File: src/assert_macros.svh
// Assertion macros shared by the page table lookup RTL.
`ifndef ASSERT_MACROS_SVH
`define ASSERT_MACROS_SVH

`ifndef SYNTHESIS

`define ASSERT_DIS(label, clk, rst, prop) \
  label: assert property (@(posedge clk) disable iff (rst) prop) \
    else $error("assertion failed");

`define ASSERT_ALWAYS(label, clk, prop) \
  label: assert property (@(posedge clk) prop) \
    else $error("assertion failed");

`else

`define ASSERT_DIS(label, clk, rst, prop)

`define ASSERT_ALWAYS(label, clk, prop)

`endif

`endif

File: src/ptlr_pkg.sv
// Package with constants and command types for the page table lookup block.
`timescale 1ns / 1ps
package ptlr_pkg;

  localparam int ENTRIES   = 16;
  localparam int ADDR_BITS = 32;

  localparam int IDX_W   = (ENTRIES > 1) ? $clog2(ENTRIES) : 1;
  localparam int N_W     = $clog2(ENTRIES + 1);
  localparam int CNT_W   = $clog2(ADDR_BITS + 1);
  localparam int VA_W    = 32;
  localparam int PS_W    = 17;
  localparam int EIU_W   = 5;
  localparam int FRAME_W = 4;
  localparam int PHYS_W  = 20;
  localparam int PHYS_FULL_W = FRAME_W + PS_W + 1;
  localparam int OUT_W   = 1 + FRAME_W + PHYS_W;
  localparam int TDATA_W = 32;

  localparam int CFG_AW = 4;
  localparam int CFG_DW = 32;

  localparam logic [1:0] REG_PG_BYTES = 2'd0;
  localparam logic [1:0] REG_ENTRIES  = 2'd1;
  localparam logic [1:0] REG_LRU_MODE = 2'd2;

  localparam logic [PS_W-1:0]  PG_BYTES_RST = PS_W'(4096);
  localparam logic [EIU_W-1:0] ENTRIES_RST  = EIU_W'(16);

  typedef logic [IDX_W-1:0] idx_t;

  typedef struct packed {
    logic start;
    logic search;
    logic decide;
    logic update;
    logic load_out;
  } ptlr_cmd_t;

  typedef struct packed {
    logic div_done;
  } ptlr_stat_t;

endpackage

File: src/ptlr_div.sv
// Restoring divider that yields page number and page offset, one bit per cycle.
`timescale 1ns / 1ps
module ptlr_div import ptlr_pkg::*; (
  input  logic                 clk,
  input  logic                 rst,
  input  logic                 start,
  input  logic [ADDR_BITS-1:0] dividend,
  input  logic [PS_W-1:0]      divisor,
  output logic                 done,
  output logic [ADDR_BITS-1:0] quotient,
  output logic [PS_W-1:0]      remainder
);

  logic             busy;
  logic [CNT_W-1:0] cnt;
  logic [PS_W:0]    trial;
  logic [PS_W:0]    diff;

  assign trial = {remainder, quotient[ADDR_BITS-1]};
  assign diff  = trial - {1'b0, divisor};
  assign done  = busy && (cnt == CNT_W'(1));

  always_ff @(posedge clk) begin
    if (rst) begin
      busy <= 1'b0;
      cnt  <= '0;
    end else if (start) begin
      busy <= 1'b1;
      cnt  <= CNT_W'(ADDR_BITS);
    end else if (busy) begin
      cnt <= cnt - CNT_W'(1);
      if (cnt == CNT_W'(1)) begin
        busy <= 1'b0;
      end
    end
  end

  always_ff @(posedge clk) begin
    if (start) begin
      remainder <= '0;
      quotient  <= dividend;
    end else if (busy) begin
      if (trial >= {1'b0, divisor}) begin
        remainder <= diff[PS_W-1:0];
        quotient  <= {quotient[ADDR_BITS-2:0], 1'b1};
      end else begin
        remainder <= trial[PS_W-1:0];
        quotient  <= {quotient[ADDR_BITS-2:0], 1'b0};
      end
    end
  end

endmodule

File: src/ptlr_dp.sv
// Datapath: divider, associative page table, replacement update and result registers.
`timescale 1ns / 1ps
`include "assert_macros.svh"
module ptlr_dp import ptlr_pkg::*; (
  input  logic               clk,
  input  logic               rst,
  input  ptlr_cmd_t          cmd,
  output ptlr_stat_t         stat,
  input  logic [VA_W-1:0]    virtual_address,
  input  logic [PS_W-1:0]    divisor,
  input  logic [EIU_W-1:0]   entries_in_use,
  input  logic               lru_mode,
  output logic               out_fault,
  output logic [FRAME_W-1:0] out_frame,
  output logic [PHYS_W-1:0]  out_phys
);

  logic [ADDR_BITS-1:0] entry_page  [ENTRIES];
  logic [FRAME_W-1:0]   entry_frame [ENTRIES];
  logic [ENTRIES-1:0]   entry_valid;

  logic [ADDR_BITS-1:0] page;
  logic [PS_W-1:0]      offset;
  logic [N_W-1:0]       n;

  logic [ENTRIES-1:0] match_v;
  logic [ENTRIES-1:0] empty_v;
  logic [ENTRIES-1:0] brk_v;
  logic [ENTRIES-1:0] match_next;
  logic [ENTRIES-1:0] empty_next;
  logic [ENTRIES-1:0] brk_next;

  idx_t               hit_idx;
  idx_t               empty_idx;
  idx_t               last_idx;
  idx_t               lo;
  idx_t               hi;
  idx_t               lo_next;
  idx_t               hi_next;
  logic [FRAME_W-1:0] frame_sel;
  logic [FRAME_W-1:0] frame_sel_next;
  logic               fault;
  logic               fault_next;

  logic [PHYS_FULL_W-1:0] phys_full;
  logic                   res_fault;
  logic [FRAME_W-1:0]     res_frame;
  logic [PHYS_W-1:0]      res_phys;

  ptlr_div u_div (
    .clk       (clk),
    .rst       (rst),
    .start     (cmd.start),
    .dividend  (virtual_address[ADDR_BITS-1:0]),
    .divisor   (divisor),
    .done      (stat.div_done),
    .quotient  (page),
    .remainder (offset)
  );

  always_comb begin
    if (entries_in_use == '0) begin
      n = N_W'(1);
    end else if (32'(entries_in_use) > ENTRIES) begin
      n = N_W'(ENTRIES);
    end else begin
      n = N_W'(entries_in_use);
    end
  end

  always_comb begin
    for (int i = 0; i < ENTRIES; i++) begin
      match_next[i] = (N_W'(i) < n) && entry_valid[i] && (entry_page[i] == page);
      empty_next[i] = (N_W'(i) < n) && !entry_valid[i];
      brk_next[i]   = (N_W'(i) >= n) || !entry_valid[i];
    end
  end

  always_ff @(posedge clk) begin
    if (cmd.search) begin
      match_v <= match_next;
      empty_v <= empty_next;
      brk_v   <= brk_next;
    end
  end

  always_comb begin
    hit_idx   = '0;
    empty_idx = '0;
    for (int i = ENTRIES - 1; i >= 0; i--) begin
      if (match_v[i]) begin
        hit_idx = IDX_W'(i);
      end
      if (empty_v[i]) begin
        empty_idx = IDX_W'(i);
      end
    end
    last_idx = IDX_W'(ENTRIES - 1);
    for (int j = ENTRIES - 1; j >= 1; j--) begin
      if ((IDX_W'(j) > hit_idx) && brk_v[j]) begin
        last_idx = IDX_W'(j - 1);
      end
    end
  end

  always_comb begin
    priority if (|match_v) begin
      lo_next        = hit_idx;
      hi_next        = lru_mode ? last_idx : hit_idx;
      frame_sel_next = entry_frame[hit_idx];
      fault_next     = 1'b0;
    end else if (|empty_v) begin
      lo_next        = empty_idx;
      hi_next        = empty_idx;
      frame_sel_next = FRAME_W'(empty_idx);
      fault_next     = 1'b1;
    end else begin
      lo_next        = '0;
      hi_next        = IDX_W'(n - N_W'(1));
      frame_sel_next = entry_frame[0];
      fault_next     = 1'b1;
    end
  end

  always_ff @(posedge clk) begin
    if (cmd.decide) begin
      lo        <= lo_next;
      hi        <= hi_next;
      frame_sel <= frame_sel_next;
      fault     <= fault_next;
    end
  end

  // Entries in [lo, hi) move one place toward the head; the word lands at hi.
  always_ff @(posedge clk) begin
    if (cmd.update) begin
      for (int i = 0; i < ENTRIES; i++) begin
        if ((IDX_W'(i) >= lo) && (IDX_W'(i) < hi)) begin
          entry_page[i]  <= entry_page[(i + 1) % ENTRIES];
          entry_frame[i] <= entry_frame[(i + 1) % ENTRIES];
        end else if (IDX_W'(i) == hi) begin
          entry_page[i]  <= page;
          entry_frame[i] <= frame_sel;
        end
      end
    end
  end

  always_ff @(posedge clk) begin
    if (rst) begin
      entry_valid <= '0;
    end else if (cmd.update) begin
      for (int i = 0; i < ENTRIES; i++) begin
        if ((IDX_W'(i) >= lo) && (IDX_W'(i) <= hi)) begin
          entry_valid[i] <= 1'b1;
        end
      end
    end
  end

  assign phys_full = PHYS_FULL_W'(frame_sel) * PHYS_FULL_W'(divisor) + PHYS_FULL_W'(offset);

  always_ff @(posedge clk) begin
    if (cmd.update) begin
      res_fault <= fault;
      res_frame <= frame_sel;
      res_phys  <= fault ? '0 : phys_full[PHYS_W-1:0];
    end
  end

  always_ff @(posedge clk) begin
    if (cmd.load_out) begin
      out_fault <= res_fault;
      out_frame <= res_frame;
      out_phys  <= res_phys;
    end
  end

  `ASSERT_DIS(a_slot_filled, clk, rst, cmd.update |=> entry_valid[hi])

endmodule

File: src/ptlr_ctrl.sv
// Controller state machine that sequences division, search, update and output.
`timescale 1ns / 1ps
`include "assert_macros.svh"
module ptlr_ctrl import ptlr_pkg::*; (
  input  logic       clk,
  input  logic       rst,
  input  logic       s_tvalid,
  output logic       s_tready,
  output logic       m_tvalid,
  input  logic       m_tready,
  input  ptlr_stat_t stat,
  output ptlr_cmd_t  cmd
);

  localparam logic [2:0] ST_IDLE   = 3'd0;
  localparam logic [2:0] ST_DIV    = 3'd1;
  localparam logic [2:0] ST_SEARCH = 3'd2;
  localparam logic [2:0] ST_DECIDE = 3'd3;
  localparam logic [2:0] ST_UPDATE = 3'd4;
  localparam logic [2:0] ST_EMIT   = 3'd5;

  logic [2:0] state;
  logic [2:0] state_next;
  logic       out_valid;

  assign s_tready = (state == ST_IDLE);
  assign m_tvalid = out_valid;

  always_comb begin
    state_next = state;
    cmd        = '0;
    unique case (state)
      ST_IDLE: begin
        if (s_tvalid) begin
          cmd.start  = 1'b1;
          state_next = ST_DIV;
        end
      end
      ST_DIV: begin
        if (stat.div_done) begin
          state_next = ST_SEARCH;
        end
      end
      ST_SEARCH: begin
        cmd.search = 1'b1;
        state_next = ST_DECIDE;
      end
      ST_DECIDE: begin
        cmd.decide = 1'b1;
        state_next = ST_UPDATE;
      end
      ST_UPDATE: begin
        cmd.update = 1'b1;
        state_next = ST_EMIT;
      end
      ST_EMIT: begin
        if (!out_valid || m_tready) begin
          cmd.load_out = 1'b1;
          state_next   = ST_IDLE;
        end
      end
      default: begin
        state_next = ST_IDLE;
      end
    endcase
  end

  always_ff @(posedge clk) begin
    if (rst) begin
      state     <= ST_IDLE;
      out_valid <= 1'b0;
    end else begin
      state <= state_next;
      if (cmd.load_out) begin
        out_valid <= 1'b1;
      end else if (m_tready) begin
        out_valid <= 1'b0;
      end
    end
  end

  `ASSERT_DIS(a_load_room, clk, rst, cmd.load_out |-> (!out_valid || m_tready))
  `ASSERT_DIS(a_accept_div, clk, rst, (s_tvalid && s_tready) |=> (state == ST_DIV))
  `ASSERT_DIS(a_done_in_div, clk, rst, stat.div_done |-> (state == ST_DIV))

endmodule

File: src/page_table_lookup_replace.sv
// Top level of the page table lookup: configuration registers, controller and datapath.
//
// A virtual address word arrives on the s_ stream and is split into page number
// and offset by the configured page size. The page is looked up in a fully
// associative table and one result word leaves on the m_ stream: fault flag,
// frame number and physical address (zero on a fault). Misses fill the first
// empty slot or evict the head entry; with lru_mode set, hits move to the tail.
// Each word passes through the 32-step restoring divider and then the search,
// decide, update and output states; the next word is accepted only after the
// previous result has been loaded into the output register.
// A finished result waits in an output register, and the next word is already
// accepted and processed while the receiver stalls; only the final hand-off
// waits for the register to drain.
// Reset empties the table and loads a page size of 4096, 16 entries and FIFO mode.
// Configuration writes use the APB port at byte addresses 0, 4 and 8 and must be
// made only while no word is in flight; the block itself does not enforce this.
`timescale 1ns / 1ps
module page_table_lookup_replace import ptlr_pkg::*; (
  input  logic               clk,
  input  logic               rst,
  input  logic               s_tvalid,
  output logic               s_tready,
  input  logic [TDATA_W-1:0] s_tdata,   // [31:0] virtual_address
  output logic               m_tvalid,
  input  logic               m_tready,
  output logic [TDATA_W-1:0] m_tdata,   // [0] page_fault, [4:1] frame_number,
                                        // [24:5] physical_address, rest zero
  input  logic               psel,
  input  logic               penable,
  input  logic               pwrite,
  input  logic [CFG_AW-1:0]  paddr,
  input  logic [CFG_DW-1:0]  pwdata,
  output logic [CFG_DW-1:0]  prdata,
  output logic               pready
);

  logic [PS_W-1:0]    pg_bytes;
  logic [EIU_W-1:0]   entries_in_use;
  logic               lru_mode;
  logic [PS_W-1:0]    divisor;
  logic               cfg_wr;
  ptlr_cmd_t          cmd;
  ptlr_stat_t         stat;
  logic               out_fault;
  logic [FRAME_W-1:0] out_frame;
  logic [PHYS_W-1:0]  out_phys;

  assign pready  = 1'b1;
  assign cfg_wr  = psel && penable && pwrite && pready;
  assign divisor = (pg_bytes == '0) ? PS_W'(1) : pg_bytes;

  always_ff @(posedge clk) begin
    if (rst) begin
      pg_bytes       <= PG_BYTES_RST;
      entries_in_use <= ENTRIES_RST;
      lru_mode       <= 1'b0;
    end else if (cfg_wr) begin
      unique case (paddr[3:2])
        REG_PG_BYTES: pg_bytes       <= pwdata[PS_W-1:0];
        REG_ENTRIES:  entries_in_use <= pwdata[EIU_W-1:0];
        REG_LRU_MODE: lru_mode       <= pwdata[0];
        default: begin
        end
      endcase
    end
  end

  always_comb begin
    unique case (paddr[3:2])
      REG_PG_BYTES: prdata = CFG_DW'(pg_bytes);
      REG_ENTRIES:  prdata = CFG_DW'(entries_in_use);
      REG_LRU_MODE: prdata = CFG_DW'(lru_mode);
      default:      prdata = '0;
    endcase
  end

  ptlr_ctrl u_ctrl (
    .clk      (clk),
    .rst      (rst),
    .s_tvalid (s_tvalid),
    .s_tready (s_tready),
    .m_tvalid (m_tvalid),
    .m_tready (m_tready),
    .stat     (stat),
    .cmd      (cmd)
  );

  ptlr_dp u_dp (
    .clk             (clk),
    .rst             (rst),
    .cmd             (cmd),
    .stat            (stat),
    .virtual_address (s_tdata[VA_W-1:0]),
    .divisor         (divisor),
    .entries_in_use  (entries_in_use),
    .lru_mode        (lru_mode),
    .out_fault       (out_fault),
    .out_frame       (out_frame),
    .out_phys        (out_phys)
  );

  assign m_tdata = {{(TDATA_W - OUT_W){1'b0}}, out_phys, out_frame, out_fault};

endmodule

File: config.mk
export PLATFORM = sky130hd
export DESIGN_NAME = page_table_lookup_replace
export DESIGN_NICKNAME = d
export VERILOG_FILES = /design/src/ptlr_pkg.sv /design/src/ptlr_div.sv /design/src/ptlr_dp.sv /design/src/ptlr_ctrl.sv /design/src/page_table_lookup_replace.sv
export VERILOG_INCLUDE_DIRS = /design/src /design/src/src
export SDC_FILE = /design/constraint.sdc
export NUM_CORES = 2
export LEC_CHECK = 0
export ABC_CLOCK_PERIOD_IN_PS = 8060
export BUFFER_PORTS_ARGS = -buffer_cell sky130_fd_sc_hd__buf_4
export CAP_MARGIN = 40
export CORE_MARGIN = 8
export CORE_UTILIZATION = 50
export CTS_CLUSTER_SIZE = 30
export DETAILED_ROUTE_END_ITERATION = 10
export PLACE_DENSITY = 0.67
export SYNTH_ARGS = -nofsm -noshare
export SYNTH_HDL_FRONTEND = slang
export SYNTH_SLANG_ARGS = --single-unit
File: constraint.sdc
create_clock -name clk -period 8.06 [get_ports clk]
set_input_delay 0.806 -clock clk [delete_from_list [all_inputs] [get_ports clk]]
set_output_delay 0.806 -clock clk [all_outputs]
set_load 0.1 [all_outputs]
==> flow_summary.yaml <==
outcome:
  outcome: "complete, no violations"
timing:
  hold_viol_final: 0
  final.min_clock_period_ns: 5.46
  drv_slew: 0
  setup_viol: 0
  fin_crit_sh_pct: 67.8
  worst_pin_slew_ns: 0.874
  tns_ns: 0
  skew_ns: 0.0228
  fmax_mhz: 183
  fin_hold_ws_ns: 0.416
  maxSlewHeadroom_pct: 41.7
  rsz0062_at_grt: "false"
  worst_slack_ns: 2.60
synth:
  synthCells: 3442
  synthTopCellsByArea: "edfxtp_1 (50%), mux2_2 (14%), xor2_1 (8.0%), xnor2_1 (3.2%), dfxtp_1 (3.1%)"
  ys_seq_area_share_pct: 53.4
  synth.avg_cell_area_um2: 12.5
  synth.top_cell.area_share_pct: 50.3
  syn_area_um2: 42900
  synth_async_sr_flop_share_pct: 0
  ys_ff_latch: 785
  yosys.area.top_type: "edfxtp_1"
  synthTopCellsByCount: "edfxtp_1 (718), mux2_2 (520), xor2_1 (390), nand2_1 (275), clkbuf_1 (187)"
  ys.flop_type: "edfxtp_1"
  yosysMostFrequentCell: "edfxtp_1"
  ys_warn_count: 0
  synth_edf_count: 718
  ys_types: 81
min_path:
  worstHoldStart: "u_dp.res_fault"
  hold_path.class: "flip-flop to flip-flop"
final_layout:
  syn_to_final_growth_pct: 11.7
  fillCellCount: 7086
  final_util_pct: 56.3
  drive_above_1_share_pct: 25.2
  finalNonFillerCells: 4688
  final_nets: 3646
  final_cell_area_um2: 47900
floorplan:
  start_util_pct: 50.4
  ios: 142
  row_count: 107
  core_area_um2: 85100
  die_w_um: 309
  die-area_um2: 95400
  die_y_um: 309
power_and_ir_drop:
  p_seq_share_pct: 42.0
  p_clk_share_pct: 36.6
  power.internal_mw: 7.84
  switching_power_mw: 3.30
  p_comb_share_pct: 21.4
  vdd_ir_drop_max_mv: 0.230
  swShare_pct: 29.6
  power.total_mw: 11.1
  power_density_nw_per_um2: 232
  p_leak_nw: 17.1
global_routing:
  grt_use_total_pct: 22.5
  grt_pass1_wl_um: 165000
  grt_max_degree: 51
  overflow: 0
  grt_pass1_vias: 26600
  antenna_found_initial: 1
placed_design:
  placed_cells_incl_taps: 4530
  dp_hpwl_um: 78600
  dp_slack_ns: 2.66
  portBuffers: 101
  place_congestion: 0.911
  placed_area_um2: 45000
drt:
  via_per_inst: 5.71
  drc_errors: 0
  first_pass_iters: 5
  ant_nets: 0
  via_count: 26800
  wl_per_cell_um: 23.3
  first_iter_violations: 2353
  drt_wl_total_um: 109000
critical_path:
  crit_start: "pg_bytes[3]"
  required_ns: 8.41
  r2r_slack_ns: 2.60
  reg2reg_from: "pg_bytes[3]"
  path_class: "flip-flop to flip-flop"
  startpoint_type: "flip-flop"
  crit_path_end_kind: "flip-flop"
  cp_data_arrival_time_ns: 5.81
  crit_path_max_fanout: 8
flow_run:
  max_cap_viol_count: 0
clock_network:
  numCtsBuffers: 87
  post_cts_buffers: 0
  cts-resized-gates: 0
  clockBufferDepth: 3
  root_buffer: "clkbuf_16"
  clk_pin_slew_ns: 0.06
  clock_latency_ns: 0.63
  clkSinkCount: 785
  h-tree-depth: 3
  holdBufCountCts: 0
  cts_tree: "done"
==> registers in the layout (all words and copies together), names as in the netlist, 4 cells and up <==
| register | count |
|---|---|
| entries_in_use | 5 |
| pg_bytes | 17 |
| u_dp.brk_v | 15 |
| u_dp.empty_v | 16 |
| u_dp.entry_frame | 64 |
| u_dp.entry_page | 512 |
| u_dp.entry_valid | 16 |
| u_dp.frame_sel | 4 |
| u_dp.hi | 4 |
| u_dp.lo | 4 |
| u_dp.match_v | 16 |
| u_dp.out_frame | 4 |
| u_dp.out_phys | 20 |
| u_dp.res_frame | 4 |
| u_dp.res_phys | 20 |
| u_dp.u_div.cnt | 6 |
| u_dp.u_div.quotient | 32 |
| u_dp.u_div.remainder | 17 |
==> area by class of cell <==
| cell class | count | area [µm²] | share of cell area, % |
|---|---|---|---|
| Antenna cell | 1 | 2.50 | 0.00522 |
| Tap cell | 1144 | 1430 | 2.99 |
| Clock inverter | 48 | 527 | 1.10 |
| Timing Repair Buffer | 200 | 1650 | 3.43 |
| Inverter | 77 | 289 | 0.603 |
| Multi-Input combinational cell | 2324 | 18800 | 39.1 |
| Clock buffer | 109 | 2390 | 4.98 |
| Sequential cell | 785 | 22900 | 47.8 |
==> worst max-delay path, stage by stage, from the launching register on <==
cell,delay [ns]
dfxtp_1,0.40
nor4_1,0.30
nand2_1,0.08
nor4_1,0.20
a41o_1,0.37
nand2_1,0.12
fa_1,0.51
fa_1,0.51
fa_1,0.51
inv_1,0.04
ha_1,0.36
a211oi_1,0.12
o21a_1,0.21
o41ai_1,0.69
o31ai_1,0.15
and3b_1,0.25
a21oi_1,0.18
xnor2_1,0.13
nor2_1,0.05
==> cells by family after synthesis <==
group / synth area share, %
AOI/OAI and AO/OA: 4.37
muxes: 14.8
DFF: 53.4
other: 0.0175
adders and majority gates: 3.60
xor gates and xnor gates: 11.2
buffers and inverters: 3.42
and+or+nand+nor: 9.22
==> worst paths after layout <==
kind	end	depth (start not counted)
worst max-delay path	u_dp.res_phys[17]	18
worst min-delay path	u_dp.out_fault	0
worst max register to register	u_dp.res_phys[17]	18
worst min register to register	u_dp.out_fault	0
==> cells in the final DEF, fill, tap and decap left out, drive strengths merged, types with 50 or more instances in the layout <==
master    n
mux2    532
inv      80
nor2    122
buf     200
nand4    60
nand2   276
xnor2   157
edfxtp  718
clkbuf  109
dfxtp    67
ha       50
xor2    390
a21oi    92
nor3     59
o21ai    67
nor4    122
==> power by group through the flow <==
stage / registers (mW) / clock network (mW) / logic, mW
6_report: 4.68 / 4.08 / 2.38
5_1_grt: 4.69 / 4.30 / 2.59
4_1_cts: 4.67 / 4.14 / 2.39
3_5_place_dp: 4.76 / 0 / 2.37
3_3_place_gp: 4.76 / 0 / 2.31
2_1_floorplan: 4.70 / 0 / 1.72
==> routing by layer <==
layer  track usage, %  share of wire [%]  up-vias  wire, µm
li1                 -                  -    12500         -
met3             2.63                5.3      160      5810
met2             37.9                 49      733     53100
met5                0                  0        -         0
met1             30.5                 43    13400     47400
met4             6.85                2.7        0      2970
(Power assumes the default switching activity.)
